`src/str_pkg.sv`:
```
package str_pkg;

    localparam int OP_BITS = 1;
    localparam logic OP_START = 1'b0;
    localparam logic OP_STEP  = 1'b1;

    // controller to datapath
    typedef struct packed {
        logic load;        // latch and sort vertices
        logic div_start;   // start both edge divisions for current row
        logic row_load;    // take division results as span bounds
        logic advance;     // emit pending pixel and advance
        logic emit_idle;   // emit an all-zero result
    } str_cmd_t;

    // datapath to controller
    typedef struct packed {
        logic div_done;
        logic row_change;  // advancing ends the span and needs new bounds
        logic finish;      // advancing ends the triangle
    } str_status_t;

endpackage

```
`src/str_divider.sv`:
```
module str_divider #(
    parameter int W = 24
) (
    input  logic         clk,
    input  logic         rst_n,
    input  logic         start,
    input  logic [W-1:0] dividend,
    input  logic [W-1:0] divisor,
    output logic         done,
    output logic [W-1:0] quotient
);
    localparam int CW = $clog2(W + 1);

    logic [W-1:0]  quo_reg;
    logic [W-1:0]  rem_reg;
    logic [W-1:0]  den_reg;
    logic [CW-1:0] cnt_reg;
    logic          busy_reg;
    logic [W:0]    trial;
    logic [W-1:0]  rem_shift;

    // restoring division, one quotient bit per cycle, unsigned operands
    assign rem_shift = {rem_reg[W-2:0], quo_reg[W-1]};
    assign trial = {1'b0, rem_shift} - {1'b0, den_reg};
    assign done = !busy_reg;
    assign quotient = quo_reg;

    always_ff @(posedge clk or negedge rst_n)
    begin
        if (!rst_n)
        begin
            busy_reg <= 1'b0;
            cnt_reg  <= '0;
        end
        else if (start)
        begin
            busy_reg <= 1'b1;
            cnt_reg  <= CW'(W);
        end
        else if (busy_reg)
        begin
            cnt_reg <= cnt_reg - 1'b1;
            if (cnt_reg == CW'(1))
            begin
                busy_reg <= 1'b0;
            end
        end
    end

    always_ff @(posedge clk)
    begin
        if (start)
        begin
            quo_reg <= dividend;
            rem_reg <= '0;
            den_reg <= divisor;
        end
        else if (busy_reg)
        begin
            if (!trial[W])
            begin
                rem_reg <= trial[W-1:0];
                quo_reg <= {quo_reg[W-2:0], 1'b1};
            end
            else
            begin
                rem_reg <= rem_shift;
                quo_reg <= {quo_reg[W-2:0], 1'b0};
            end
        end
    end
endmodule

```
`src/str_edge.sv`:
```
module str_edge #(
    parameter int CB = 12
) (
    input  logic          clk,
    input  logic          rst_n,
    input  logic          start,
    input  logic [CB-1:0] ax,
    input  logic [CB-1:0] ay,
    input  logic [CB-1:0] bx,
    input  logic [CB-1:0] by,
    input  logic [CB-1:0] row,
    output logic          done,
    output logic [CB-1:0] x
);
    localparam int PW = 2 * CB + 2;

    logic signed [CB:0]   dy;
    logic signed [CB:0]   dx;
    logic signed [CB:0]   dr;
    logic signed [PW-1:0] prod_reg;
    logic signed [CB:0]   den_reg;
    logic [CB-1:0]        ax_reg;
    logic                 flat_reg;
    logic                 neg_reg;
    logic                 mul_reg;
    logic [PW-1:0]        num_abs;
    logic [PW-1:0]        den_abs;
    logic                 div_done;
    logic [PW-1:0]        quo;
    logic [PW-1:0]        sq;

    assign dy = $signed({1'b0, by}) - $signed({1'b0, ay});
    assign dx = $signed({1'b0, bx}) - $signed({1'b0, ax});
    assign dr = $signed({1'b0, row}) - $signed({1'b0, ay});

    always_ff @(posedge clk or negedge rst_n)
    begin
        if (!rst_n)
        begin
            mul_reg <= 1'b0;
        end
        else
        begin
            mul_reg <= start;
        end
    end

    always_ff @(posedge clk)
    begin
        if (start)
        begin
            prod_reg <= PW'(dr * dx);
            den_reg  <= dy;
            ax_reg   <= ax;
            flat_reg <= (ay == by);
        end
        if (mul_reg)
        begin
            neg_reg <= prod_reg[PW-1] ^ den_reg[CB];
        end
    end

    assign num_abs = prod_reg[PW-1] ? PW'(-prod_reg) : PW'(prod_reg);
    assign den_abs = den_reg[CB] ? PW'(-den_reg) : PW'(den_reg);

    str_divider #(.W(PW)) u_div (
        .clk      (clk),
        .rst_n    (rst_n),
        .start    (mul_reg),
        .dividend (num_abs),
        .divisor  (den_abs),
        .done     (div_done),
        .quotient (quo)
    );

    assign sq = neg_reg ? -quo : quo;
    assign done = div_done && !mul_reg && !start;
    assign x = flat_reg ? ax_reg : ax_reg + sq[CB-1:0];
endmodule

```
`src/str_datapath.sv`:
```
module str_datapath #(
    parameter int CB = 12
) (
    input  logic              clk,
    input  logic              rst_n,
    input  str_pkg::str_cmd_t cmd,
    input  logic [CB-1:0]     vax,
    input  logic [CB-1:0]     vay,
    input  logic [CB-1:0]     vbx,
    input  logic [CB-1:0]     vby,
    input  logic [CB-1:0]     vcx,
    input  logic [CB-1:0]     vcy,
    output str_pkg::str_status_t sts,
    output logic              res_valid,
    output logic [CB-1:0]     res_x,
    output logic [CB-1:0]     res_y,
    output logic              res_last
);
    import str_pkg::*;

    logic [CB-1:0] v_reg [6];
    logic [CB-1:0] cur_x_reg;
    logic [CB-1:0] row_reg;
    logic [CB-1:0] end_x_reg;
    logic          lower_reg;
    logic [CB-1:0] s0x, s0y, s1x, s1y, s2x, s2y;
    logic [CB-1:0] t0x, t0y, t1x, t1y, t2x, t2y;
    logic [CB-1:0] u0x, u0y, u1x, u1y, u2x, u2y;
    logic          long_done, short_done;
    logic          short_lower;
    logic [CB-1:0] long_x, short_x;

    // three compare-and-swap stages, ascending by row
    always_comb
    begin
        {s0x, s0y, s1x, s1y, s2x, s2y} = {vax, vay, vbx, vby, vcx, vcy};
        if (s0y > s1y)
        begin
            {s0x, s0y, s1x, s1y} = {s1x, s1y, s0x, s0y};
        end
        {t0x, t0y, t1x, t1y, t2x, t2y} = {s0x, s0y, s1x, s1y, s2x, s2y};
        if (t0y > t2y)
        begin
            {t0x, t0y, t2x, t2y} = {t2x, t2y, t0x, t0y};
        end
        {u0x, u0y, u1x, u1y, u2x, u2y} = {t0x, t0y, t1x, t1y, t2x, t2y};
        if (u1y > u2y)
        begin
            {u1x, u1y, u2x, u2y} = {u2x, u2y, u1x, u1y};
        end
    end

    assign short_lower = lower_reg;

    str_edge #(.CB(CB)) u_long (
        .clk (clk), .rst_n (rst_n), .start (cmd.div_start),
        .ax (v_reg[0]), .ay (v_reg[1]), .bx (v_reg[4]), .by (v_reg[5]),
        .row (row_reg), .done (long_done), .x (long_x)
    );

    str_edge #(.CB(CB)) u_short (
        .clk (clk), .rst_n (rst_n), .start (cmd.div_start),
        .ax (short_lower ? v_reg[2] : v_reg[0]),
        .ay (short_lower ? v_reg[3] : v_reg[1]),
        .bx (short_lower ? v_reg[4] : v_reg[2]),
        .by (short_lower ? v_reg[5] : v_reg[3]),
        .row (row_reg), .done (short_done), .x (short_x)
    );

    assign sts.div_done   = long_done && short_done;
    assign sts.row_change = (cur_x_reg == end_x_reg) &&
                            (!lower_reg || row_reg < v_reg[5]);
    assign sts.finish     = (cur_x_reg == end_x_reg) && lower_reg &&
                            !(row_reg < v_reg[5]);

    always_ff @(posedge clk or negedge rst_n)
    begin
        if (!rst_n)
        begin
            for (int i = 0; i < 6; i++)
            begin
                v_reg[i] <= '0;
            end
            cur_x_reg <= '0;
            row_reg   <= '0;
            end_x_reg <= '0;
            lower_reg <= 1'b0;
        end
        else if (cmd.load)
        begin
            v_reg[0]  <= u0x;
            v_reg[1]  <= u0y;
            v_reg[2]  <= u1x;
            v_reg[3]  <= u1y;
            v_reg[4]  <= u2x;
            v_reg[5]  <= u2y;
            row_reg   <= u0y;
            lower_reg <= 1'b0;
        end
        else if (cmd.row_load)
        begin
            cur_x_reg <= long_x;
            end_x_reg <= short_x;
        end
        else if (cmd.advance)
        begin
            if (cur_x_reg != end_x_reg)
            begin
                cur_x_reg <= (cur_x_reg < end_x_reg) ? cur_x_reg + 1'b1
                                                     : cur_x_reg - 1'b1;
            end
            else if (!lower_reg)
            begin
                if (row_reg < v_reg[3])
                begin
                    row_reg <= row_reg + 1'b1;
                end
                else
                begin
                    lower_reg <= 1'b1;
                    row_reg   <= v_reg[3];
                end
            end
            else if (row_reg < v_reg[5])
            begin
                row_reg <= row_reg + 1'b1;
            end
        end
    end

    always_ff @(posedge clk)
    begin
        if (cmd.advance)
        begin
            res_valid <= 1'b1;
            res_x     <= cur_x_reg;
            res_y     <= row_reg;
            res_last  <= sts.finish;
        end
        else if (cmd.emit_idle)
        begin
            res_valid <= 1'b0;
            res_x     <= '0;
            res_y     <= '0;
            res_last  <= 1'b0;
        end
    end
endmodule

```
`src/str_control.sv`:
```
module str_control (
    input  logic                 clk,
    input  logic                 rst_n,
    input  logic                 in_valid,
    input  logic                 in_op,
    output logic                 in_ready,
    output logic                 out_valid,
    input  logic                 out_ready,
    input  str_pkg::str_status_t sts,
    output str_pkg::str_cmd_t    cmd
);
    import str_pkg::*;

    typedef enum logic [2:0] {
        S_IDLE, S_DIV, S_WAIT, S_STEP, S_OUT
    } state_t;

    state_t state_reg;
    logic   busy_reg;
    logic   first_reg;
    logic   out_valid_reg;
    logic   accept;
    logic   out_free;
    logic   out_set;

    assign out_free  = !out_valid_reg || out_ready;
    assign in_ready  = (state_reg == S_IDLE) && out_free;
    assign accept    = in_valid && in_ready;
    assign out_valid = out_valid_reg;
    // every advance or idle reply loads the result register
    assign out_set   = cmd.advance || cmd.emit_idle;

    always_comb
    begin
        cmd = '0;
        unique case (state_reg)
            S_IDLE:
            begin
                cmd.load      = accept && (in_op == OP_START);
                cmd.emit_idle = accept && (in_op == OP_STEP) && !busy_reg;
            end
            S_DIV:  cmd.div_start = 1'b1;
            S_WAIT: cmd.row_load  = sts.div_done;
            S_STEP: cmd.advance   = out_free;
            S_OUT:  ;
            default: ;
        endcase
        if (state_reg == S_IDLE && accept && in_op == OP_STEP && busy_reg)
        begin
            cmd.advance = 1'b1;
        end
    end

    always_ff @(posedge clk or negedge rst_n)
    begin
        if (!rst_n)
        begin
            state_reg     <= S_IDLE;
            busy_reg      <= 1'b0;
            first_reg     <= 1'b0;
            out_valid_reg <= 1'b0;
        end
        else
        begin
            out_valid_reg <= out_set || (out_valid_reg && !out_ready);
            unique case (state_reg)
                S_IDLE:
                begin
                    if (cmd.load)
                    begin
                        busy_reg  <= 1'b1;
                        first_reg <= 1'b1;
                        state_reg <= S_DIV;
                    end
                    else if (cmd.advance)
                    begin
                        if (sts.finish)
                        begin
                            busy_reg <= 1'b0;
                        end
                        if (sts.row_change)
                        begin
                            state_reg <= S_DIV;
                        end
                    end
                end
                S_DIV:  state_reg <= S_WAIT;
                S_WAIT:
                begin
                    if (sts.div_done)
                    begin
                        // the first pixel of a triangle still owes its result
                        state_reg <= first_reg ? S_OUT : S_IDLE;
                    end
                end
                S_OUT:  state_reg <= S_STEP;
                S_STEP:
                begin
                    if (out_free)
                    begin
                        first_reg <= 1'b0;
                        if (sts.finish)
                        begin
                            busy_reg <= 1'b0;
                        end
                        state_reg <= sts.row_change ? S_DIV : S_IDLE;
                    end
                end
                default: state_reg <= S_IDLE;
            endcase
        end
    end
endmodule

```
`src/scanline_triangle_rasterizer.sv`:
```
// channel   | dir | tdata (low bit up)                     | tuser       | tlast
// s_axis    | in  | vertex_a_x..vertex_c_y, COORD_BITS each | operation   | -
// m_axis    | out | pixel_x, pixel_y                       | pixel_valid | last_pixel
//
// a start request gives its pixel once both edge divisions are done
// (the divisions run side by side, one quotient bit per cycle)
// a step request within a row answers on the next cycle, and the next request
// can be taken then; a row-opening one holds the input while the divisions run
// reset clears the control and vertex state; the block is idle and empty after reset
// a stalled output holds its result and blocks the next request
module scanline_triangle_rasterizer #(
    parameter int COORD_BITS = 12
) (
    input  logic                                   clk,
    input  logic                                   rst_n,
    input  logic                                   s_axis_tvalid,
    output logic                                   s_axis_tready,
    input  logic [((6*COORD_BITS+7)/8)*8-1:0]      s_axis_tdata,   // a_x, a_y, b_x, b_y, c_x, c_y
    input  logic                                   s_axis_tuser,   // operation
    output logic                                   m_axis_tvalid,
    input  logic                                   m_axis_tready,
    output logic [((2*COORD_BITS+7)/8)*8-1:0]      m_axis_tdata,   // pixel_x, pixel_y
    output logic                                   m_axis_tuser,   // pixel_valid
    output logic                                   m_axis_tlast    // last_pixel
);
    import str_pkg::*;

    localparam int TDI_W = ((6 * COORD_BITS + 7) / 8) * 8;
    localparam int TDO_W = ((2 * COORD_BITS + 7) / 8) * 8;
    localparam int CB = COORD_BITS;

    str_cmd_t      cmd;
    str_status_t   sts;
    logic          res_valid, res_last;
    logic [CB-1:0] res_x, res_y;

    // control sequencing: start, row setup, pixel stepping
    str_control u_ctrl (
        .clk       (clk),
        .rst_n     (rst_n),
        .in_valid  (s_axis_tvalid),
        .in_op     (s_axis_tuser),
        .in_ready  (s_axis_tready),
        .out_valid (m_axis_tvalid),
        .out_ready (m_axis_tready),
        .sts       (sts),
        .cmd       (cmd)
    );

    // vertex sort, edge interpolation and span walk
    str_datapath #(.CB(CB)) u_dp (
        .clk       (clk),
        .rst_n     (rst_n),
        .cmd       (cmd),
        .vax       (s_axis_tdata[0*CB +: CB]),
        .vay       (s_axis_tdata[1*CB +: CB]),
        .vbx       (s_axis_tdata[2*CB +: CB]),
        .vby       (s_axis_tdata[3*CB +: CB]),
        .vcx       (s_axis_tdata[4*CB +: CB]),
        .vcy       (s_axis_tdata[5*CB +: CB]),
        .sts       (sts),
        .res_valid (res_valid),
        .res_x     (res_x),
        .res_y     (res_y),
        .res_last  (res_last)
    );

    assign m_axis_tdata = TDO_W'({res_y, res_x});
    assign m_axis_tuser = res_valid;
    assign m_axis_tlast = res_last;

`ifndef SYNTHESIS
    // no request is taken while a result waits unread
    a_no_overrun: assert property (@(posedge clk) disable iff (!rst_n)
        (m_axis_tvalid && !m_axis_tready) |-> !s_axis_tready)
        else $error("request taken over a pending result");
    // a start request always runs the edge divisions before the next request
    a_start_blocks: assert property (@(posedge clk) disable iff (!rst_n)
        (s_axis_tvalid && s_axis_tready && s_axis_tuser == OP_START) |=> !s_axis_tready)
        else $error("request taken during triangle setup");
    // last pixel always carries a valid pixel
    a_last_valid: assert property (@(posedge clk) disable iff (!rst_n)
        (m_axis_tvalid && m_axis_tlast) |-> m_axis_tuser)
        else $error("last flag without pixel");
`endif
endmodule
```
`config.mk`:
```
export PLATFORM = sky130hd
export DESIGN_NAME = scanline_triangle_rasterizer
export DESIGN_NICKNAME = d
export VERILOG_FILES = /design/src/str_pkg.sv /design/src/str_divider.sv /design/src/str_edge.sv /design/src/str_datapath.sv /design/src/str_control.sv /design/src/scanline_triangle_rasterizer.sv
export SDC_FILE = /design/constraint.sdc
export NUM_CORES = 2
export LEC_CHECK = 0
export BUFFER_PORTS_ARGS = -buffer_cell sky130_fd_sc_hd__buf_4
export CAP_MARGIN = 20
export CORE_ASPECT_RATIO = 1.4
export CORE_UTILIZATION = 50
export DETAILED_ROUTE_END_ITERATION = 8
export GPL_TIMING_DRIVEN = 0
export PLACE_DENSITY = 0.73
export SYNTH_ARGS = -nofsm -noshare
export SYNTH_HDL_FRONTEND = slang
export SYNTH_HIERARCHICAL = 1
export SYNTH_SLANG_ARGS = --single-unit
```
`constraint.sdc`:
```
create_clock -name clk -period 31.5 [get_ports clk]
set_input_delay 7.875 -clock clk [delete_from_list [all_inputs] [get_ports clk]]
set_output_delay 7.875 -clock clk [all_outputs]
set_load 0.05 [all_outputs]
```
==> summary.txt <==
Final worst path period need -> 16.58 ns
Leading area contributor after synthesis -> edfxtp_1
WHS -> 0.470 ns
Sequential cell area fraction in the yosys report -> 26.8%
Placed Cells -> 5712
Die footprint -> 0.0854 mm2
Sink Count -> 415
Area growth syn-to-layout -> 9.56%
Setup bufs post-CTS -> 0
Total number of vias -> 33600
Clock Skew -> 0.0260 ns
H-tree depth -> 2
Max-slew violation count -> 0
Outcome -> finished clean
DR iter-0 viols -> 2169
Post-synth EDFFs -> 235
Netlist Area Pre-Place -> 0.0421 mm2
R2R setup slack -> 20.79 ns
Hold-fix buffers at CTS -> 0
GP Congestion -> 1.00
Row count -> 125
Tightest Pin Transition -> 1.14 ns
Async set-or-reset flop fraction in the synthesized netlist -> 31.1%
Starting Density -> 50.6%
Layout cells sized above 1 -> 9.20%
Yosys warns -> 6
Clk root buf -> clkbuf_16
Tot GR Track Use -> 27.2%
WL/cell -> 19.7 um
Main synth FF type -> edfxtp_1
Synth top area share -> 16.7%
Synth area leaders -> edfxtp_1 (17%), fa_1 (16%), ha_1 (11%)
I/O pins -> 105
Cells after Synth -> 4492
Setup TNS -> 0 ns
Setup CP Type -> input pin to output port
Worst EP required -> 23.63 ns
Vias/cell -> 5.79
Layout Nets -> 5463
Hpwl dp -> 92800 um
FILL cells -> 7425
Antenna Nets Post-Route -> 0
Drt first pass iters -> 5
Hold Path Class -> register to register
Syn Area/Cell -> 9.38 um2
CTS tree -> built
Max FFs per register -> 72
Crit path capture type -> output port
PortBufs -> 104
Detailed Route WL -> 114000 um
Worst-path clk slew -> 0.06 ns
Endpoints failing hold -> 0
Vias in the first global route -> 34500
First-pass GRT wire length -> 182000 um
Post-synth top cells -> inv_1 (607), nand2_1 (424), ha_1 (371), nor2_1 (354), fa_1 (335)
Core Area -> 0.0832 mm2
Setup violations, final -> 0
RSZ-0062 raised after global routing -> no
Layout Cells excl Fill -> 5797
Leading cell type by number of instances after synthesis -> inv_1
Die width -> 247 um
Fin crit share -> 52.6%
Resize count post-CTS -> 0
Crit path DAT -> 8.71 ns
Synth cell types -> 98
MaxCap Viol Count -> 0
Setup crit start kind -> input pin
Initial antenna violation count -> 1
Largest net degree at the start of global routing -> 91
Max frequency -> 60.3 MHz
Worst slew margin -> 24.1%
Clock Tree Buf Depth -> 3
Max FO, Critical Path -> 4
Clk_lat worst skew -> 0.60 ns
DR DRC count -> 0
Die Y -> 345 um
GRT overflow -> 0
Register bit total from synthesis -> 415
Number of CTS-inserted buffers -> 44
==> critical path, cell delays in order <==
cell and delay [ns]:
buf_4 0.11, and2b_4 0.21, nor4_4 0.22, buf_4 0.29
==> logic make-up after synthesis <==
family,Yosys count,synth area share [%]
buffers and inverters,772,7.24
AOI/OAI and AO/OA,903,14.9
muxes,138,3.61
DFF,415,26.8
adders and majority gates,706,26.9
and+or+nand+nor,1265,14.4
other,2,0.0178
xor gates and xnor gates,291,6.05
==> path summary, 6_finish.rpt <==
kind                                   from  cells after the start                   endpoint
max                           m_axis_tready                      4              s_axis_tready
min                        u_ctrl/first_reg                      1           u_ctrl/first_reg
max reg2reg                  u_dp/lower_reg                     31  u_dp/u_short/prod_reg[22]
min reg2reg                u_ctrl/first_reg                      1           u_ctrl/first_reg
max in group asynchronous             rst_n                      2             u_dp/v_reg[23]
min in group asynchronous             rst_n                      1       u_dp/u_short/mul_reg
==> cell usage in the layout, fill, tap and decap left out, types with 27 or more instances in the layout <==
cell,count
inv_1,607
a211oi_1,38
a21oi_1,177
nand3_1,54
clkbuf_16,46
ha_1,371
o21ai_0,227
a31oi_1,27
mux2_2,93
nand2b_1,75
o31ai_1,36
dfxtp_1,51
fa_1,335
or3_1,44
a21o_1,74
nor2b_1,45
buf_4,109
o21a_1,30
edfxtp_1,235
and3_1,34
xor2_1,79
nor2_1,354
dfrtp_1,129
nor3_1,63
and2_1,38
nand4_1,34
xnor2_1,212
clkbuf_1,125
nand2_1,424
mux2i_1,40
==> per-layer routing <==
layer	part of all wire, %	vias up	GRT usage, %
met3	5.0	366	3.45
met5	0	-	0
met4	7.6	0	18.7
li1	-	15800	-
met1	38	16300	31.4
met2	49	1105	46.6
==> through the flow <==
stage | util (%) | cell area (um2) | worst slack, ns
3_5_place_dp | 53.5 | 44500 | 14.91
4_1_cts | 55.5 | 46100 | 14.91
3_3_place_gp | 53.3 | 44400 | 14.93
5_1_grt | 55.5 | 46200 | 14.89
6_report | 55.5 | 46200 | 14.92
2_1_floorplan | - | 42200 | 14.98
==> area by class of cell <==
type | instances | area [um2] | area share (%)
multi-input combinational | 3329 | 27900 | 60.4
sequential | 415 | 11300 | 24.5
inverter | 610 | 2290 | 4.96
tap | 1079 | 1350 | 2.92
clock buffer | 56 | 1240 | 2.68
timing repair buffer | 118 | 981 | 2.13
buffer | 162 | 759 | 1.65
clock inverter | 26 | 359 | 0.778
antenna | 2 | 5.00 | 0.0108
Power is left out: the tool's default activity adds up to more than one toggle a clock period on the data nets, which glitch-free logic cannot reach.
